[src/rtl/adm_pkg.sv]
`timescale 1ns / 1ps
// shared types and constants for the arcade drive mixer
// no dependencies: every other file of the block imports this package

package adm_pkg;

  // output fixed point
  localparam int FracBits = 8;
  localparam int OutW     = 16;

  // field and datapath widths
  localparam int InW      = 8;
  localparam int DzW      = 7;
  localparam int RateW    = 9;
  localparam int KW       = 13;   // 2048 + 10 * rating
  localparam int WeightW  = 14;   // signed axis weights
  localparam int ProdW    = 22;   // reading times weight
  localparam int AxisW    = 22;   // smoothed axis over 5120
  localparam int MixW     = 23;   // forward plus or minus turn
  localparam int MagW     = 22;   // magnitude, divisor and partial remainder
  localparam int NormBits = 16;   // fraction bits of the normalized power
  localparam int QuotW    = NormBits + 1;
  localparam int DvdW     = MagW + QuotW;
  localparam int N2W      = 2 * NormBits + 1;
  localparam int CW       = NormBits + 2;
  localparam int PolyW    = 3 * NormBits + 1;
  localparam int ShiftAmt = 3 * NormBits - FracBits;
  localparam int RoundBit = ShiftAmt - 1;
  localparam int SumW     = ShiftAmt + OutW;

  localparam int Lanes     = 2;
  localparam int LaneLeft  = 0;
  localparam int LaneRight = 1;

  // arithmetic constants
  localparam logic [MagW-1:0]  DenMin   = MagW'(100 * 5120);
  localparam logic [QuotW-1:0] QuotMax  = QuotW'(1) << NormBits;
  localparam logic [CW-1:0]    CurveK   = CW'(3) << NormBits;
  localparam logic [SumW-1:0]  PctScale = SumW'(100);
  localparam logic [SumW-1:0]  RoundVal = SumW'(1) << RoundBit;

  // configuration registers
  localparam int CfgIdxW  = 2;
  localparam int CfgDataW = 9;
  localparam logic [CfgIdxW-1:0] CfgDeadZone   = 2'd0;
  localparam logic [CfgIdxW-1:0] CfgTurnRating = 2'd1;
  localparam logic [CfgIdxW-1:0] CfgFwdRating  = 2'd2;

  localparam logic [DzW-1:0]   DeadZoneRst = 7'd5;
  localparam logic [RateW-1:0] RatingRst   = 9'd128;

  typedef struct packed {
    logic signed [InW-1:0] turn_now;
    logic signed [InW-1:0] turn_prev;
    logic signed [InW-1:0] forward_now;
    logic signed [InW-1:0] forward_prev;
  } in_t;

  typedef struct packed {
    logic signed [OutW-1:0] front_left_power;
    logic signed [OutW-1:0] front_right_power;
    logic signed [OutW-1:0] back_left_power;
    logic signed [OutW-1:0] back_right_power;
  } out_t;

  typedef struct packed {
    logic signed [AxisW-1:0] turn;
    logic signed [AxisW-1:0] fwd;
  } axes_t;

  typedef struct packed {
    logic             neg;
    logic [MagW-1:0]  rem;
    logic [QuotW-1:0] lq;    // low dividend bits shift out, quotient bits shift in
  } div_lane_t;

  typedef struct packed {
    logic [MagW-1:0]             den;
    div_lane_t [Lanes-1:0]       lane;
  } div_state_t;

endpackage

[src/rtl/adm_smooth.sv]
`timescale 1ns / 1ps
// axis smoothing: dead zone test, weighting and sum, two register stages
// depends on adm_pkg

module adm_smooth import adm_pkg::*; (
  input  logic             clk_i,
  input  logic             rst_ni,
  input  logic             en_i,
  input  logic             valid_i,
  input  in_t              data_i,
  input  logic [DzW-1:0]   dead_zone_i,
  input  logic [RateW-1:0] turn_rating_i,
  input  logic [RateW-1:0] forward_rating_i,
  output logic             valid_o,
  output axes_t            data_o
);

  logic signed [InW-1:0]     now_s  [Lanes];
  logic signed [InW-1:0]     prev_s [Lanes];
  logic [RateW-1:0]          rate   [Lanes];
  logic [InW-1:0]            now_mag[Lanes];
  logic                      released[Lanes];
  logic [KW-1:0]             k      [Lanes];
  logic signed [WeightW-1:0] wn     [Lanes];
  logic signed [WeightW-1:0] wp     [Lanes];
  logic signed [ProdW-1:0]   pn_d   [Lanes];
  logic signed [ProdW-1:0]   pp_d   [Lanes];
  logic signed [ProdW-1:0]   pn_q   [Lanes];
  logic signed [ProdW-1:0]   pp_q   [Lanes];
  logic                      v1_q, v2_q;
  axes_t                     axes_d, axes_q;

  // lane 0 is the turn axis, lane 1 the forward axis
  assign now_s[0]  = data_i.turn_now;
  assign prev_s[0] = data_i.turn_prev;
  assign rate[0]   = turn_rating_i;
  assign now_s[1]  = data_i.forward_now;
  assign prev_s[1] = data_i.forward_prev;
  assign rate[1]   = forward_rating_i;

  always_comb begin
    for (int i = 0; i < Lanes; i++) begin
      now_mag[i]  = now_s[i][InW-1] ? InW'(-now_s[i]) : InW'(now_s[i]);
      released[i] = now_mag[i] <= {1'b0, dead_zone_i};
      k[i]        = KW'(2048) + {1'b0, rate[i], 3'b000} + {3'b000, rate[i], 1'b0};
      if (released[i]) begin
        // only the previous reading counts, weighted 1536 - 4 * rating
        wn[i] = '0;
        wp[i] = WeightW'(WeightW'(1536) - {3'b000, rate[i], 2'b00});
      end else begin
        wn[i] = WeightW'({1'b0, k[i]});
        wp[i] = WeightW'(WeightW'(5120) - {1'b0, k[i]});
      end
      pn_d[i] = now_s[i] * wn[i];
      pp_d[i] = prev_s[i] * wp[i];
    end
  end

  assign axes_d.turn = pn_q[0] + pp_q[0];
  assign axes_d.fwd  = pn_q[1] + pp_q[1];

  always_ff @(posedge clk_i or negedge rst_ni) begin
    if (!rst_ni) begin
      v1_q <= 1'b0;
      v2_q <= 1'b0;
    end else if (en_i) begin
      v1_q <= valid_i;
      v2_q <= v1_q;
    end
  end

  always_ff @(posedge clk_i) begin
    if (en_i) begin
      pn_q   <= pn_d;
      pp_q   <= pp_d;
      axes_q <= axes_d;
    end
  end

  assign valid_o = v2_q;
  assign data_o  = axes_q;

endmodule

[config.mk]
export PLATFORM = sky130hd
export DESIGN_NAME = adm_smooth
export DESIGN_NICKNAME = d
export VERILOG_FILES = /design/src/rtl/adm_pkg.sv /design/src/rtl/adm_smooth.sv
export SDC_FILE = /design/constraint.sdc
export NUM_CORES = 1
export LEC_CHECK = 0
export ABC_AREA = 1
export BUFFER_PORTS_ARGS = -buffer_cell sky130_fd_sc_hd__buf_2
export CAP_MARGIN = 15
export CORE_MARGIN = 1.5
export CORE_UTILIZATION = 53
export CTS_BUF_LIST = sky130_fd_sc_hd__clkbuf_2 sky130_fd_sc_hd__clkbuf_4 sky130_fd_sc_hd__clkbuf_8
export CTS_CLUSTER_SIZE = 12
export DETAILED_ROUTE_END_ITERATION = 7
export PLACE_DENSITY = 0.79
export SLEW_MARGIN = 20
export SYNTH_ARGS = -nofsm -noshare
export SYNTH_HDL_FRONTEND = slang
export SYNTH_SLANG_ARGS = --single-unit
[constraint.sdc]
create_clock -name clk_i -period 3.3 [get_ports clk_i]
set_clock_uncertainty 0.05 [all_clocks]
set_input_delay 0.33 -clock clk_i [delete_from_list [all_inputs] [get_ports clk_i]]
set_output_delay 0.33 -clock clk_i [all_outputs]
set_load 0.05 [all_outputs]
== Word level (Yosys, flattened, before mapping) ==
Index checks and enable logic that the tools add are counted.
Widths: inputs -> output; s select.

* Bits in registers: 134
* Bits of input ports: 61
* Output and inout bits: 45
* Logic and storage cells: 32

* $add $sub $neg: 12
* Multipliers: 4
* $lt $le $gt $ge: 2
* Mux-type cells: 6

{| class="wikitable"
|+ Operator list
! operator !! count
|-
| $mul 8x14->22 || 4
|-
| $add 22x22->22 || 2
|-
| $mux 14 || 2
|-
| $sub 13x13->14 const A || 2
|-
| $add 12x12->13 const A || 2
|-
| $add 13x10->13 || 2
|-
| $mux 13 || 2
|-
| $sub 11x11->12 const A || 2
|-
| $le 8x7->1 || 2
|-
| $mux 8 || 2
|-
| $neg 8->8 || 2
|}

== Longest topological paths before layout ==
Gate-level depths: netlist (run 1).

* Word-level depth: 5
* Mapped depth: 36
* Depth with buffers taken out: 35

== Worst setup path before layout (run 1) ==
OpenSTA, ideal clock, no wires.

* Path kind: in2reg
* From: input port data_i[24] (netlist name)
* To: register pn_q[37] (netlist name) (data pin)
* Arrival: 6.325 ns
* Required time: 2.988 ns
* Slack: -3.337 ns
* Cell stages on the path: 35
* Path buffers: 2
* Cells stage by stage: inv_1 > clkbuf_1 > ha_1 > inv_1 > nor3_1 > nand3_1 > nand2_1 > xor2_1 > ha_1 > and3_1 > nand2_1 > nand2_1 > nand2_1 > nand2_1 > inv_2 > clkbuf_1 > nor2_1 > inv_1 > nor2_1 > fa_1 > inv_1 > fa_1 > inv_1 > fa_1 > inv_1 > fa_1 > inv_1 > ha_1 > nand2_1 > o21ai_0 > a21boi_0 > o21ai_0 > nand2_1 > o21bai_1 > xor2_1

{| class="wikitable"
|+ RTL lines
! what !! line !! source
|-
| start, declared || adm_smooth.sv:10 || <nowiki>input in_t data_i,</nowiki>
|-
| end signal, assigned || adm_smooth.sv:74 || <nowiki>pn_q <= pn_d;</nowiki>
|-
| end, declared || adm_smooth.sv:28 || <nowiki>logic signed [ProdW-1:0] pn_q [Lanes];</nowiki>
|}

==> impl_metrics.csv, run 1 <==
group,metric,value,unit
clock_network,cts_tree,"yes",
synthesis,syn_area,22300,sq um
detailed_routing,drc,0,
global_route,grt_pass1_vias,22600,
die,coreArea,41200,sq um
timing,drv_slew,0,
synthesis,synth_common_cells,"inv_1, nand2_1, nor2_1",
run_status,violations,"setup timing",
die,start_util,0.541,
die,die_h,208,um
synthesis,ys.flop_type,"edfxtp_1",
worst_setup_path,worstPathArrival,5880,ps
global_route,grt_max_degree,108,
placement,globalplace.congestion,0.944,
synthesis,synth_edf_count,126,
placement,hpwl,51.5,mm
timing,whs,124,ps
timing,finalCritPeriodShare,1.73,
run_status,outcome,"finished with violations",
synthesis,ys_ff_latch,128,
clock_network,cts-root-buf,"clkbuf_8",
final_layout,diodes,0,
worst_setup_path,path_max_fanout,7,
job,maxCapViolations,0,
synthesis,yosysTopAreaCell,"fa_1",
worst_setup_path,worst-setup-path-type,"primary input to flop",
global_route,antenna_found_initial,2,
timing,fin_ws,-2420,ps
synthesis,synthArstFlopShare,0.0156,
global_route,globalRouteOverflowTotal,0,
timing,timing.slew.headroom,0.553,
final_layout,drive_gt1_frac,0.368,
timing,grt_setup_unrepaired,"yes",
worst_setup_path,start_kind,"primary input",
die,io_pins,106,
synthesis,syn_avg_cell_area,8.15,sq um
worst_setup_path,cp.required,3460,ps
worst_hold_path,hp-class,"primary input to asynchronous set/reset pin",
detailed_routing,drtAntennaViolNets,0,
worst_setup_path,cp_common_cell,"fa_1",
timing,hold_viol,0,
synthesis,synthDistinctLibCells,54,
clock_network,cts_sinks,128,
detailed_routing,via_per_inst,5.49,
die,dieArea,43300,sq um
timing,worst_pin_slew,670,ps
placement,port_buffers,103,
worst_setup_path,ff2ff_setup_slack,750,ps
detailed_routing,routedWlPerCell,18.6,um
clock_network,h-tree-depth,4,
final_layout,area_growth,40.1,%
synthesis,yosysMostFrequentCell,"inv_1",
global_route,grt_pass1_wl,107,mm
detailed_routing,routed_wl,72.0,mm
global_route,grt_usage,0.311,
timing,max_freq,175,MHz
die,rows,74,
detailed_routing,vias,21200,
clock_network,cts_buffers,17,
synthesis,ys_seq_area_frac,0.172,
die,die_x,208,um
final_layout,nNetsFinal,3929,
worst_setup_path,crit_path_end_kind,"flop",
synthesis,postSynthCellCount,2734,
detailed_routing,drt_iter0_markers,1537,
clock_network,clockBufferDepth,2,
worst_setup_path,slowest_stage,"fa_1",
worst_setup_path,slowest_delay,560,ps
final_layout,utilization,0.758,
detailed_routing,drt_pass1_iterations,6,
timing,min_period,5720,ps
clock_network,worst_skew_pair.late_latency,470,ps
synthesis,yosys_warnings,0,
clock_network,clkTransAtPathRegs,90,ps
timing,finalSetupViolCount,73,
synthesis,synth.area.top_cells,"fa_1, edfxtp_1, ha_1, inv_1, nand2_1",
placement,pre_cts_ws,-2940,ps
synthesis,netlist.area_leader.share,0.269,
[flip-flops by register name (all words and copies together) (netlist names)]
| name | cells |
|---|---|
| valid_o | 1 |
| pn_q | 42 |
| pp_q | 42 |
| v1_q | 1 |
| data_o | 42 |
[layout make-up]
class	count	area, sq um
multi-input combinational	1922	18900
inverter	647	2560
tap	532	666
clock inverter	15	255
clock buffer	17	234
timing repair buffer	604	4810
fill	2513	9990
sequential	128	3830
[path summary, 6_finish.rpt]
kind	start	end	cells past startpoint
worst max-delay path	data_i[8]	pp_q[15]$_DFFE_PP_	33
worst min-delay path	rst_ni	v1_q$_DFFE_PN0P_	2
worst max register to register	pn_q[27]$_DFFE_PP_	data_o[40]$_DFFE_PP_	10
worst min register to register	v1_q$_DFFE_PN0P_	valid_o$_DFFE_PN0P_	2
max in group asynchronous	rst_ni	valid_o$_DFFE_PN0P_	2
min in group clk_i	en_i	v1_q$_DFFE_PN0P_	3
[cells in the final DEF, fill, tap and decap left out, types with 24 or more instances in the layout]
cell and n:
inv_1 529, buf_4 429, nand2_1 327, fa_1 276
nor2_1 260, ha_1 170, edfxtp_1 126, buf_2 96
inv_2 91, xor2_1 83, nand3_1 82, nor2_2 75
ha_4 74, a21oi_1 73, nand2_2 72, nor2_4 54
buf_6 49, xnor2_1 40, o21ai_0 34, nand2_4 30
fa_2 24
[worst max-delay path, delay by kind of cell]
family | cells | cell delay [ps]
adders and majority gates | 7 | 2800
AOI/OAI and AO/OA | 7 | 960
and+or+nand+nor | 9 | 860
buffers and inverters | 9 | 800
xor gates and xnor gates | 1 | 90
[layer usage]
metal / GRT usage / vias up / wire [um]
met4: 0.163 / 4 / 5570
met5: 0 / - / 27
met2: 0.600 / 997 / 37500
li1: - / 9583 / -
met1: 0.328 / 10300 / 24800
met3: 0.0365 / 363 / 4070
[kinds of logic after synthesis]
family | after synthesis | share of synthesized area
adder cells (fa/ha/maj) | 548 | 0.409
buffers and inverters | 685 | 0.118
AO/OA/AOI/OAI | 241 | 0.0607
other | 1 | 0.000168
flip-flops | 128 | 0.172
XOR/XNOR | 139 | 0.0546
AND/OR/NAND/NOR | 992 | 0.186
[stage by stage]
stage,TNS (ps),cells,area [sq um]
final,-142150,3865,31200
after global routing,-153540,3865,31200
after CTS,-130940,3833,29700
after detailed placement,-177770,3764,27900
after global placement,-170360,3764,27900
after floorplan,-138370,2735,23600
[what timing repair did]
action | 4_1_cts | 5_1_grt
gates cloned | 3 | 1
hold endpoints to repair | 3 | 0
endpoints found under the setup margin | 74 | 76
pin swaps | 137 | 175
gates resized for setup | 238 | 306
buffers inserted | 41 | 45
hold buffers | 2 | 0
Power of run 1 is not shown: default switching activity piles up to over one toggle a cycle in this logic, so the estimate is an artifact.
==> run 2: changes to the inputs <==
--- a/config.mk
+++ b/config.mk
@@ -6,14 +6,14 @@
 export NUM_CORES = 1
 export LEC_CHECK = 0
 export ABC_AREA = 1
-export BUFFER_PORTS_ARGS = -buffer_cell sky130_fd_sc_hd__buf_2
 export CAP_MARGIN = 15
 export CORE_MARGIN = 1.5
 export CORE_UTILIZATION = 53
 export CTS_BUF_LIST = sky130_fd_sc_hd__clkbuf_2 sky130_fd_sc_hd__clkbuf_4 sky130_fd_sc_hd__clkbuf_8
 export CTS_CLUSTER_SIZE = 12
 export DETAILED_ROUTE_END_ITERATION = 7
-export PLACE_DENSITY = 0.79
+export DONT_BUFFER_PORTS = 1
+export PLACE_DENSITY = 0.77
 export SLEW_MARGIN = 20
 export SYNTH_ARGS = -nofsm -noshare
 export SYNTH_HDL_FRONTEND = slang
==> impl_metrics.csv, run 2 (synthesis results as in run 1) <==
group,metric,value,unit
global_route,antenna_found_initial,2,
detailed_routing,drc,0,
timing,max_freq,182,MHz
clock_network,cts_sinks,128,
die,die_h,208,um
global_route,globalRouteOverflowTotal,0,
worst_setup_path,path_max_fanout,7,
final_layout,area_growth,33.5,%
clock_network,cts_buffers,17,
worst_setup_path,r2r_start,"pn_q[27]$_DFFE_PP_",
placement,globalplace.congestion,0.938,
die,dieArea,43300,sq um
worst_setup_path,worstPathArrival,5660,ps
clock_network,cts_tree,"yes",
worst_setup_path,r2r-end,"data_o[40]$_DFFE_PP_",
worst_setup_path,cp-endpoint,"pn_q[37]$_DFFE_PP_",
final_layout,nNetsFinal,3773,
global_route,grt_pass1_vias,21600,
detailed_routing,drt_pass1_iterations,5,
die,start_util,0.541,
detailed_routing,routed_wl,64.2,mm
worst_hold_path,hp-class,"primary input to flop",
timing,drv_slew,0,
detailed_routing,drt_iter0_markers,1154,
detailed_routing,drtAntennaViolNets,0,
timing,worst_pin_slew,668,ps
timing,min_period,5490,ps
clock_network,worst_skew_pair.late_latency,460,ps
global_route,grt_pass1_wl,102,mm
worst_setup_path,worst-setup-path-type,"primary input to flop",
timing,grt_setup_unrepaired,"yes",
placement,hpwl,51.0,mm
run_status,violations,"hold timing, setup timing",
worst_setup_path,reg2reg_depth,10,
detailed_routing,routedWlPerCell,17.3,um
worst_setup_path,start_kind,"primary input",
worst_setup_path,slowest_stage,"fa_1",
timing,finalCritPeriodShare,1.67,
clock_network,cts_hold_buf,5,
timing,finalSetupViolCount,72,
timing,whs,-60.8,ps
worst_setup_path,slowest_delay,540,ps
clock_network,clkTransAtPathRegs,90,ps
timing,hold_viol,46,
worst_setup_path,cp.required,3470,ps
placement,port_buffers,0,
worst_setup_path,crit_start,"data_i[24]",
global_route,grt_usage,0.297,
clock_network,h-tree-depth,4,
placement,placed_area,27000,sq um
timing,timing.slew.headroom,0.550,
timing,fin_ws,-2190,ps
die,coreArea,41200,sq um
detailed_routing,vias,19700,
final_layout,final_common_cell,"inv_1",
clock_network,clockBufferDepth,2,
worst_setup_path,crit_path_end_kind,"flop",
job,maxCapViolations,0,
die,rows,74,
final_layout,mostFrequentLayoutCells,"inv_1, buf_4, nand2_1",
detailed_routing,via_per_inst,5.32,
final_layout,diodes,0,
global_route,grt_max_degree,131,
die,die_x,208,um
final_layout,fin_area,29800,sq um
clock_network,cts-root-buf,"clkbuf_8",
worst_setup_path,ff2ff_setup_slack,690,ps
final_layout,drive_gt1_frac,0.320,
run_status,outcome,"finished with violations",
die,io_pins,106,
## run 2: changes by cell type in the layout (fill, tap and decap cells not counted), moves of 11 or more
cell | before | now
inv_1 | 529 | 540
buf_12 | 21 | 10
nand2_2 | 72 | 61
ha_4 | 74 | 62
buf_2 | 96 | 0
nor2_1 | 260 | 276
nand2_1 | 327 | 339
nor2_4 | 54 | 42
buf_4 | 429 | 373
## run 2: critical path, delay by kind of cell
kind	cells	cell delay, ps
buf+inv	8	550
compound gates	4	680
simple gates	11	1100
fa+ha+maj	7	2770
xor+xnor	2	240
## run 2: worst min path at each step
stage,startpoint,endpoint,slack (ps),cells after the start
2_1_floorplan,rst_ni,v1_q$_DFFE_PN0P_,-20,0
3_3_place_gp,rst_ni,valid_o$_DFFE_PN0P_,-20,0
3_5_place_dp,rst_ni,valid_o$_DFFE_PN0P_,-20,0
4_1_cts,en_i,pn_q[6]$_DFFE_PP_,-80,0
5_1_grt,en_i,pn_q[6]$_DFFE_PP_,-90,0
6_report,en_i,pn_q[6]$_DFFE_PP_,-60,0
## run 2: metal layers
layer	vias to the layer above	track usage	routed length [um]
met5	-	0	0
met4	0	0.171	4230
met3	211	0.0406	2750
met2	618	0.577	34600
met1	9631	0.302	22700
li1	9270	-	-
## run 2: area by class of cell
cell class | instances | area [sq um]
repair buffers | 447 | 3740
clock inverters | 11 | 154
fillers | 2831 | 11400
well taps | 532 | 666
flip-flops and latches | 128 | 3830
clock buffers | 21 | 289
multi-input cells | 1923 | 18500
inverters | 647 | 2580
## run 2: stage by stage
| stage | util | setup TNS (ps) | setup WS, ps | hold WS, ps | std cells |
|---|---|---|---|---|---|
| after floorplan | - | -138370 | -2420 | -15.6 | 2735 |
| after global placement | 0.655 | -155400 | -2570 | -15.5 | 3623 |
| after detailed placement | 0.655 | -167450 | -2870 | -15.5 | 3623 |
| after CTS | 0.698 | -119150 | -2060 | -76.5 | 3694 |
| after global routing | 0.722 | -137820 | -2380 | -90.8 | 3709 |
| final | 0.722 | -124970 | -2190 | -60.8 | 3709 |
## run 2: what timing repair did
| action | 4_1_cts | 5_1_grt |
|---|---|---|
| pin swaps | 168 | 127 |
| resized for setup | 244 | 201 |
| hold endpoints to repair | 130 | 126 |
| gates cloned | 2 | 0 |
| endpoints found under the setup margin | 73 | 72 |
| buffers inserted | 40 | 27 |
Power of run 2 is left out for the same reason.
